===== config.mk =====
export PLATFORM = sky130hd
export DESIGN_NAME = base64_decoder_checked_top
export DESIGN_NICKNAME = d
export VERILOG_FILES = /design/src/b64d_pkg.sv /design/src/b64d_sextet_lut.sv /design/src/b64d_core.sv /design/src/base64_decoder_checked_top.sv
export SDC_FILE = /design/constraint.sdc
export NUM_CORES = 1
export LEC_CHECK = 0
export BUFFER_PORTS_ARGS = -buffer_cell sky130_fd_sc_hd__buf_4
export CELL_PAD_IN_SITES_DETAIL_PLACEMENT = 2
export CELL_PAD_IN_SITES_GLOBAL_PLACEMENT = 2
export CORE_MARGIN = 10
export CORE_UTILIZATION = 30
export CTS_CLUSTER_SIZE = 8
export DETAILED_ROUTE_END_ITERATION = 12
export HOLD_SLACK_MARGIN = 0.05
export PLACE_DENSITY_LB_ADDON = 0.1
export RECOVER_POWER = 100
export SYNTH_ARGS = -nofsm -noshare
export SYNTH_HDL_FRONTEND = slang
export SYNTH_SLANG_ARGS = --single-unit

===== constraint.sdc =====
create_clock -name i_clk -period 6.2 [get_ports i_clk]
set_input_delay 0.31 -clock i_clk [delete_from_list [all_inputs] [get_ports i_clk]]
set_output_delay 0.31 -clock i_clk [all_outputs]
set_load 0.03 [all_outputs]

===== src/b64d_pkg.sv =====
`timescale 1ns / 1ps
`default_nettype none

package b64d_pkg;

    // Longest string, in characters, that is decoded and counted
    localparam int MAX_CHARS = 4096;
    localparam int CNT_W     = $clog2(MAX_CHARS + 1);
    localparam int GRP_W     = CNT_W - 2;
    localparam int CAP_W     = 16;
    // Wide enough for groups*3+1 and for the capacity register
    localparam int CMP_W     = (CNT_W + 2 > CAP_W) ? CNT_W + 2 : CAP_W;

    localparam logic [CAP_W-1:0] CAP_RESET = 16'hFFFF;

    localparam logic [7:0] CHAR_PAD   = 8'h3D;
    localparam logic [7:0] CHAR_UP_A  = 8'h41;
    localparam logic [7:0] CHAR_UP_Z  = 8'h5A;
    localparam logic [7:0] CHAR_LO_A  = 8'h61;
    localparam logic [7:0] CHAR_LO_Z  = 8'h7A;
    localparam logic [7:0] CHAR_DIG_0 = 8'h30;
    localparam logic [7:0] CHAR_DIG_9 = 8'h39;
    localparam logic [7:0] CHAR_PLUS  = 8'h2B;
    localparam logic [7:0] CHAR_SLASH = 8'h2F;

    localparam logic [5:0] SEXT_LO_BASE  = 6'd26;
    localparam logic [5:0] SEXT_DIG_BASE = 6'd52;
    localparam logic [5:0] SEXT_PLUS     = 6'd62;
    localparam logic [5:0] SEXT_SLASH    = 6'd63;

    localparam logic [7:0] MASK_HI4 = 8'hF0;
    localparam logic [7:0] MASK_HI2 = 8'hC0;

    localparam logic [2:0] ST_OK      = 3'd0;
    localparam logic [2:0] ST_LEN     = 3'd1;
    localparam logic [2:0] ST_ASCII   = 3'd2;
    localparam logic [2:0] ST_INVALID = 3'd3;
    localparam logic [2:0] ST_PAD     = 3'd4;

    typedef struct packed {
        logic [7:0] char_code;
        logic       is_last;
    } t_in_item;

    typedef struct packed {
        logic       byte_valid;
        logic [7:0] data_byte;
        logic       done_res;
        logic [2:0] status;
    } t_out_item;

    typedef struct packed {
        logic       valid;
        logic [5:0] value;
    } t_sextet;

endpackage

`default_nettype wire


===== src/b64d_sextet_lut.sv =====
`timescale 1ns / 1ps
`default_nettype none

module b64d_sextet_lut (
    input  wire logic [7:0]       i_char,
    output b64d_pkg::t_sextet     o_sextet
);

    logic [7:0] w_ofs_up;
    logic [7:0] w_ofs_lo;
    logic [7:0] w_ofs_dig;

    assign w_ofs_up  = i_char - b64d_pkg::CHAR_UP_A;
    assign w_ofs_lo  = i_char - b64d_pkg::CHAR_LO_A;
    assign w_ofs_dig = i_char - b64d_pkg::CHAR_DIG_0;

    always_comb begin
        o_sextet.valid = 1'b1;
        o_sextet.value = '0;
        if (i_char >= b64d_pkg::CHAR_UP_A && i_char <= b64d_pkg::CHAR_UP_Z) begin
            o_sextet.value = w_ofs_up[5:0];
        end else if (i_char >= b64d_pkg::CHAR_LO_A && i_char <= b64d_pkg::CHAR_LO_Z) begin
            o_sextet.value = w_ofs_lo[5:0] + b64d_pkg::SEXT_LO_BASE;
        end else if (i_char >= b64d_pkg::CHAR_DIG_0 && i_char <= b64d_pkg::CHAR_DIG_9) begin
            o_sextet.value = w_ofs_dig[5:0] + b64d_pkg::SEXT_DIG_BASE;
        end else if (i_char == b64d_pkg::CHAR_PLUS) begin
            o_sextet.value = b64d_pkg::SEXT_PLUS;
        end else if (i_char == b64d_pkg::CHAR_SLASH) begin
            o_sextet.value = b64d_pkg::SEXT_SLASH;
        end else begin
            o_sextet.valid = 1'b0;
        end
    end

endmodule

`default_nettype wire


===== src/b64d_core.sv =====
`timescale 1ns / 1ps
`default_nettype none

module b64d_core (
    input  wire logic                          i_clk,
    input  wire logic                          i_rst_n,
    input  wire logic                          i_fire,
    input  wire b64d_pkg::t_in_item            i_item,
    input  wire logic [b64d_pkg::CAP_W-1:0]    i_capacity,
    output b64d_pkg::t_out_item                o_result
);

    logic [b64d_pkg::CNT_W-1:0] r_count, n_count;
    logic                       r_ovf, n_ovf;
    logic [5:0]                 r_prev, n_prev;
    logic                       r_pad, n_pad;
    logic                       r_open, n_open;
    logic [2:0]                 r_gerr, n_gerr;
    logic                       r_nas, n_nas;

    b64d_pkg::t_sextet w_sext;

    logic [1:0]                 w_pos;
    logic                       w_quiet;
    logic [2:0]                 w_new_err;
    logic [b64d_pkg::GRP_W-1:0] w_groups;
    logic [b64d_pkg::CMP_W-1:0] w_need;
    logic [7:0]                 w_byte;
    logic                       w_valid;

    b64d_sextet_lut u_lut (
        .i_char   (i_item.char_code),
        .o_sextet (w_sext)
    );

    assign w_pos = r_count[1:0];

    always_comb begin
        n_count   = r_count;
        n_ovf     = r_ovf;
        n_prev    = r_prev;
        n_pad     = r_pad;
        n_open    = r_open;
        n_nas     = r_nas | i_item.char_code[7];
        w_new_err = b64d_pkg::ST_OK;
        w_byte    = '0;
        w_valid   = 1'b0;
        w_quiet   = (r_gerr != b64d_pkg::ST_OK) || n_nas;

        if (r_count >= b64d_pkg::CNT_W'(b64d_pkg::MAX_CHARS)) begin
            n_ovf = 1'b1;
        end else begin
            n_count = r_count + 1'b1;
            if (r_open) begin
                n_open = 1'b0;
                if (i_item.char_code != b64d_pkg::CHAR_PAD) begin
                    w_new_err = w_sext.valid ? b64d_pkg::ST_PAD : b64d_pkg::ST_INVALID;
                end
            end else if (r_pad) begin
                w_new_err = b64d_pkg::ST_PAD;
            end else if (i_item.char_code == b64d_pkg::CHAR_PAD && w_pos[1]) begin
                n_pad = 1'b1;
                if (w_pos == 2'd2) begin
                    n_open = 1'b1;
                end
            end else if (!w_sext.valid) begin
                w_new_err = b64d_pkg::ST_INVALID;
            end else begin
                case (w_pos)
                    2'd1: w_byte = {r_prev, w_sext.value[5:4]};
                    2'd2: w_byte = ({r_prev[3:0], 4'b0000} & b64d_pkg::MASK_HI4)
                                   | {4'b0000, w_sext.value[5:2]};
                    2'd3: w_byte = ({r_prev[1:0], 6'b000000} & b64d_pkg::MASK_HI2)
                                   | {2'b00, w_sext.value};
                    default: w_byte = '0;
                endcase
                w_valid = (w_pos != 2'd0) && !w_quiet;
                n_prev  = w_sext.value;
            end
        end

        // keep the first error of the stream
        n_gerr = (r_gerr == b64d_pkg::ST_OK) ? w_new_err : r_gerr;

        w_groups = n_count[b64d_pkg::CNT_W-1:2];
        w_need   = b64d_pkg::CMP_W'({w_groups, 1'b0}) + b64d_pkg::CMP_W'(w_groups)
                   + b64d_pkg::CMP_W'(1);

        o_result.byte_valid = w_valid;
        o_result.data_byte  = w_valid ? w_byte : 8'h00;
        o_result.done_res   = i_item.is_last;
        o_result.status     = b64d_pkg::ST_OK;

        if (i_item.is_last) begin
            if (n_ovf || (n_count[1:0] != 2'd0)
                    || (w_need > b64d_pkg::CMP_W'(i_capacity))) begin
                o_result.status = b64d_pkg::ST_LEN;
            end else if (n_nas) begin
                o_result.status = b64d_pkg::ST_ASCII;
            end else begin
                o_result.status = n_gerr;
            end
            // clear the stream for the next string
            n_count = '0;
            n_ovf   = 1'b0;
            n_prev  = '0;
            n_pad   = 1'b0;
            n_open  = 1'b0;
            n_gerr  = b64d_pkg::ST_OK;
            n_nas   = 1'b0;
        end
    end

    always_ff @(posedge i_clk) begin
        if (!i_rst_n) begin
            r_count <= '0;
            r_ovf   <= 1'b0;
            r_prev  <= '0;
            r_pad   <= 1'b0;
            r_open  <= 1'b0;
            r_gerr  <= b64d_pkg::ST_OK;
            r_nas   <= 1'b0;
        end else if (i_fire) begin
            r_count <= n_count;
            r_ovf   <= n_ovf;
            r_prev  <= n_prev;
            r_pad   <= n_pad;
            r_open  <= n_open;
            r_gerr  <= n_gerr;
            r_nas   <= n_nas;
        end
    end

endmodule

`default_nettype wire


===== src/base64_decoder_checked_top.sv =====
`timescale 1ns / 1ps
`default_nettype none

// Each character is held in the input register, then decoded, and the stream-state
// update writes its result into the result register.
// Throughput: one character per cycle while the result register is free or read;
// each updates the stream state (count, previous sextet, padding and error flags).
// Reset (synchronous, active low): stream state cleared, both stages empty,
// r_capacity set to 65535.
module base64_decoder_checked_top (
    input  wire logic                        i_clk,
    input  wire logic                        i_rst_n,
    input  wire logic                        i_in_valid,
    output logic                             o_in_ready,
    input  wire b64d_pkg::t_in_item          i_in_data,
    output logic                             o_out_valid,
    input  wire logic                        i_out_ready,
    output b64d_pkg::t_out_item              o_out_data,
    input  wire logic                        i_cfg_we,
    input  wire logic [b64d_pkg::CAP_W-1:0]  i_cfg_wdata
);

    logic                       r_in_valid;
    b64d_pkg::t_in_item         r_in;
    logic                       r_out_valid;
    b64d_pkg::t_out_item        r_out;
    logic [b64d_pkg::CAP_W-1:0] r_capacity;

    logic                w_process;
    b64d_pkg::t_out_item w_result;

    // advance the held character when the result register is free or being read
    assign w_process  = r_in_valid && (!r_out_valid || i_out_ready);
    assign o_in_ready = !r_in_valid || w_process;

    b64d_core u_core (
        .i_clk      (i_clk),
        .i_rst_n    (i_rst_n),
        .i_fire     (w_process),
        .i_item     (r_in),
        .i_capacity (r_capacity),
        .o_result   (w_result)
    );

    always_ff @(posedge i_clk) begin
        if (!i_rst_n) begin
            r_in_valid  <= 1'b0;
            r_out_valid <= 1'b0;
            r_capacity  <= b64d_pkg::CAP_RESET;
        end else begin
            if (o_in_ready) begin
                r_in_valid <= i_in_valid;
            end
            if (w_process) begin
                r_out_valid <= 1'b1;
            end else if (i_out_ready) begin
                r_out_valid <= 1'b0;
            end
            if (i_cfg_we) begin
                r_capacity <= i_cfg_wdata;
            end
        end
    end

    always_ff @(posedge i_clk) begin
        if (i_in_valid && o_in_ready) begin
            r_in <= i_in_data;
        end
        if (w_process) begin
            r_out <= w_result;
        end
    end

    assign o_out_valid = r_out_valid;
    assign o_out_data  = r_out;

    // a held character that cannot advance stays put
    assert property (@(posedge i_clk) disable iff (!i_rst_n)
        (r_in_valid && !w_process) |=> (r_in_valid && $stable(r_in)))
        else $error("input stage lost or changed a waiting transaction");

    assert property (@(posedge i_clk) disable iff (!i_rst_n)
        w_process |=> o_out_valid)
        else $error("processed transaction did not reach the result register");

    assert property (@(posedge i_clk) disable iff (!i_rst_n)
        (o_out_valid && !o_out_data.done_res) |-> (o_out_data.status == b64d_pkg::ST_OK))
        else $error("status reported before the last character");

    assert property (@(posedge i_clk) disable iff (!i_rst_n)
        (w_process && r_in.char_code[7]) |-> !w_result.byte_valid)
        else $error("byte given for a non-ASCII character");

endmodule

`default_nettype wire

==> flow_summary.yaml <==
outcome:
  status: "finished, violations left"
  failed_checks: "capacitance limit, slew limit"
pwr:
  internal_power_uw: 857
  switching_share_pct: 25.1
  p_per_area_nw_per_um2: 207
  leakage_nw: 2.21
  p_seq_share_pct: 41.8
  pwr-share-comb_pct: 9.7
  clockPowerShare_pct: 48.5
  p_total_mw: 1.14
  power_switching_uw: 287
  ir_worst_vdd_mv: 0.126
worst_setup_path:
  end_kind: "flop"
  worstRegToRegCells: 23
  reg2reg_from: "u_core.r_count[0]"
  slowest_stage: "dfxtp_1"
  crit_path_frequent_cell: "nand4_1"
  ff2ff_setup_slack_ps: 650
  crit_path_max_incr_delay_ps: 490
  cp_max_fo: 10
  crit_path_start_kind: "flop"
  cp.arrival_ps: 5660
  cp.required_ps: 6300
  path_cells: "ha_4 -> buf_4 -> and4_1 -> a21oi_1 -> nor2_1 -> inv_1 -> ha_1 -> a21oi_1 -> nor2b_1 -> o311ai_0 -> o211ai_1 -> xnor2_1 -> nand4_1 -> nor4_4 -> a21boi_0 -> o21ai_0 -> nand4_1 -> ha_1 -> nand4_1 -> nor4_1 -> a2111oi_0 -> o21ai_1 -> and4_1"
  crit_family: "simple AND/OR/NAND/NOR gates"
  reg2reg_to: "o_out_data[1]"
  crit_type: "flop to flop"
  path_buf_inv: 2
sta:
  timing.hold.ws_ps: 162
  worst_slack_ps: 646
  setup_viol: 0
  fmax_ghz: 0.180
  clock_skew_ps: 4.28
  period_share_pct: 89.6
  finalMaxSlewViolations: 40
  tns_ps: 0
  rsz0062_at_grt: "false"
  tightestPinTransition_ps: 1660
  min_period_ps: 5550
  hold_violations: 0
  relSlewSlack_pct: -10.5
final_layout:
  diodes: 0
  syn_to_final_growth_pct: 17.5
  utilization_pct: 36.2
  final_cell_mix: "nand2_1, nor2_1, dfxtp_1"
  drive_gt1_share_pct: 10.8
  nNetsFinal: 651
  final_common_cell: "nand2_1"
  post-route-cell-area_um2: 5520
  finalNonFillerCells: 797
synthesis:
  synth_mux_area_share_pct: 1.07
  yosysWarnings: 0
  syn_avg_cell_area_um2: 8.62
  synth-simple-area-share_pct: 24.3
  synth_ff_type: "dfxtp_1"
  synth_area_um2: 4700
  synth_adder_area_share_pct: 10.8
  synth-xor-area-share_pct: 5.03
  syn_nets: 615
  yosysUniqueCellTypes: 67
  synth_edf_count: 22
  yosysSeqAreaShare_pct: 32.8
  synth-seq-cells: 66
  syn_inst: 545
  synth_compound_area_share_pct: 21.3
  synth_top_family_by_area: "simple AND/OR/NAND/NOR gates"
  synth-async-reset-ratio_pct: 0
routing:
  routedWlPerCell_um: 18.5
  dr_total_vias: 4250
  drt_drc_violations_left: 0
  ant_nets: 0
  via_per_inst: 5.33
  first_iter_violations: 179
  drt_pass1_iterations: 4
  wl_um: 14700
floorplanning:
  die_h_um: 145
  start_util_pct: 30.8
  rows: 45
  dieArea_um2: 21100
  dieWidth_um: 145
  io_pins: 45
  core-area_um2: 15300
clock_tree:
  clock-root-buffer: "clkbuf_16"
  htreeDepth: 3
  clkLatencyLatePin_ps: 340
  clk_pin_slew_worst_paths_ps: 60
  clockBufferDepth: 2
  tritoncts: "done"
  holdBufCountCts: 0
  cts-buffers-inserted: 9
  clock_sinks: 66
placed_design:
  dp.cells: 780
  dp_worst_setup_slack_ps: 346
  io_buffers: 44
  gpl.final_weighted_congestion: 0.889
  hpwl_um: 11200
  place_area_um2: 5230
grt:
  grt_start_max_net_pins: 40
  grt_overflow: 0
  first_global_vias: 4706
  grt_pass1_wl_um: 24600
  grt_usage_pct: 14.0
  antenna_found_initial: 0
flow_run:
  cap_violations: 1
hold_path:
  hold_depth: 1
  min_from: "i_in_data[3]"
  hold_end: "r_in[3]"
  hold_path_class: "input pin to flop"
-- worst max path at each step --
stage | from | endpoint | cells past startpoint
2_1_floorplan | u_core.r_count[0] | o_out_data[1] | 21
3_3_place_gp | u_core.r_count[1] | o_out_data[1] | 21
3_5_place_dp | u_core.r_count[1] | o_out_data[1] | 23
4_1_cts | u_core.r_count[1] | o_out_data[1] | 23
5_1_grt | u_core.r_count[12] | o_out_data[1] | 21
6_report | u_core.r_count[0] | o_out_data[1] | 23
-- Yosys cell counts (all sizes together) (4+ instances only) --
cell / n / area [µm²]
nor2b: 26 / 163
nand2b: 4 / 25.0
nand2: 56 / 210
nand4: 8 / 50.1
and2: 5 / 31.3
o21a: 8 / 60.1
xor2: 8 / 70.1
or3: 5 / 36.3
nand3: 21 / 105
ha: 39 / 488
o211ai: 16 / 120
a21boi: 5 / 37.5
nor4: 6 / 52.6
dfxtp: 44 / 881
clkbuf: 18 / 67.6
inv: 33 / 124
o21ai: 24 / 120
nor4b: 4 / 56.3
mux2i: 5 / 50.1
nor3: 8 / 40.0
nor2: 45 / 169
xnor2: 19 / 166
buf: 5 / 22.5
a21o: 5 / 37.5
a222oi: 8 / 80.1
a22oi: 16 / 120
edfxtp: 22 / 661
nor3b: 5 / 42.5
a211oi: 4 / 30.0
a31oi: 6 / 37.5
a21oi: 23 / 115
-- cell families after synthesis --
logic type / count (synthesis)
DFF: 66
muxes: 5
AOI/OAI and AO/OA: 140
and+or+nand+nor: 210
xor gates and xnor gates: 27
buffers and inverters: 57
adders and majority gates: 40
-- cell type report --
type                    instances  area (µm²)
clock buffers                   9         225
clock inverters                 7        92.6
fillers                      1723        9740
inverters                      34         128
multi-input cells             422        2970
flip-flops and latches         66        1540
well taps                     211         264
repair buffers                 48         300
-- what timing repair did --
item / CTS / global route
setup buffers: 0 / 1
resized for setup: 0 / 6
setup endpoints to repair: 0 / 3
-- worst register-to-register path, stage by stage, from the launching register on --
cell       delay [ps]
dfxtp_1           490
ha_4              260
buf_4             170
and4_1            220
a21oi_1           110
nor2_1            170
inv_1             120
ha_1              360
a21oi_1           230
nor2b_1           170
o311ai_0          140
o211ai_1          260
xnor2_1           240
nand4_1           230
nor4_4            430
a21boi_0          140
o21ai_0           200
nand4_1           130
ha_1              300
nand4_1            90
nor4_1             50
a2111oi_0         380
o21ai_1           220
and4_1            220
-- registers in the layout, summed over array words and instances, names as in the netlist --
| name | cells |
|---|---|
| u_core.r_ovf | 1 |
| r_in_valid | 1 |
| u_core.r_gerr | 3 |
| u_core.r_pad | 1 |
| u_core.r_nas | 1 |
| u_core.r_open | 1 |
| o_out_data | 13 |
| r_in | 9 |
| o_out_valid | 1 |
| r_capacity | 16 |
| u_core.r_count | 13 |
| u_core.r_prev | 6 |
-- metal layers --
metal,vias to the layer above,track usage [%],routed length [µm],part of all wire [%]
li1,2079,-,-,-
met3,15,2.51,309,2.1
met4,0,4.75,215,1.5
met1,2114,15.5,6340,43
met5,-,0,0,0
met2,42,26.0,7860,53
-- power groups by stage --
| stage | Clock [mW] | Sequential, mW | Combinational [mW] |
|---|---|---|---|
| 2_1_floorplan | 0 | 0.488 | 0.0671 |
| 3_3_place_gp | 0 | 0.487 | 0.113 |
| 3_5_place_dp | 0 | 0.488 | 0.115 |
| 4_1_cts | 0.567 | 0.479 | 0.117 |
| 5_1_grt | 0.591 | 0.481 | 0.125 |
| 6_report | 0.554 | 0.479 | 0.111 |
Power figures use the tool's default switching activity.
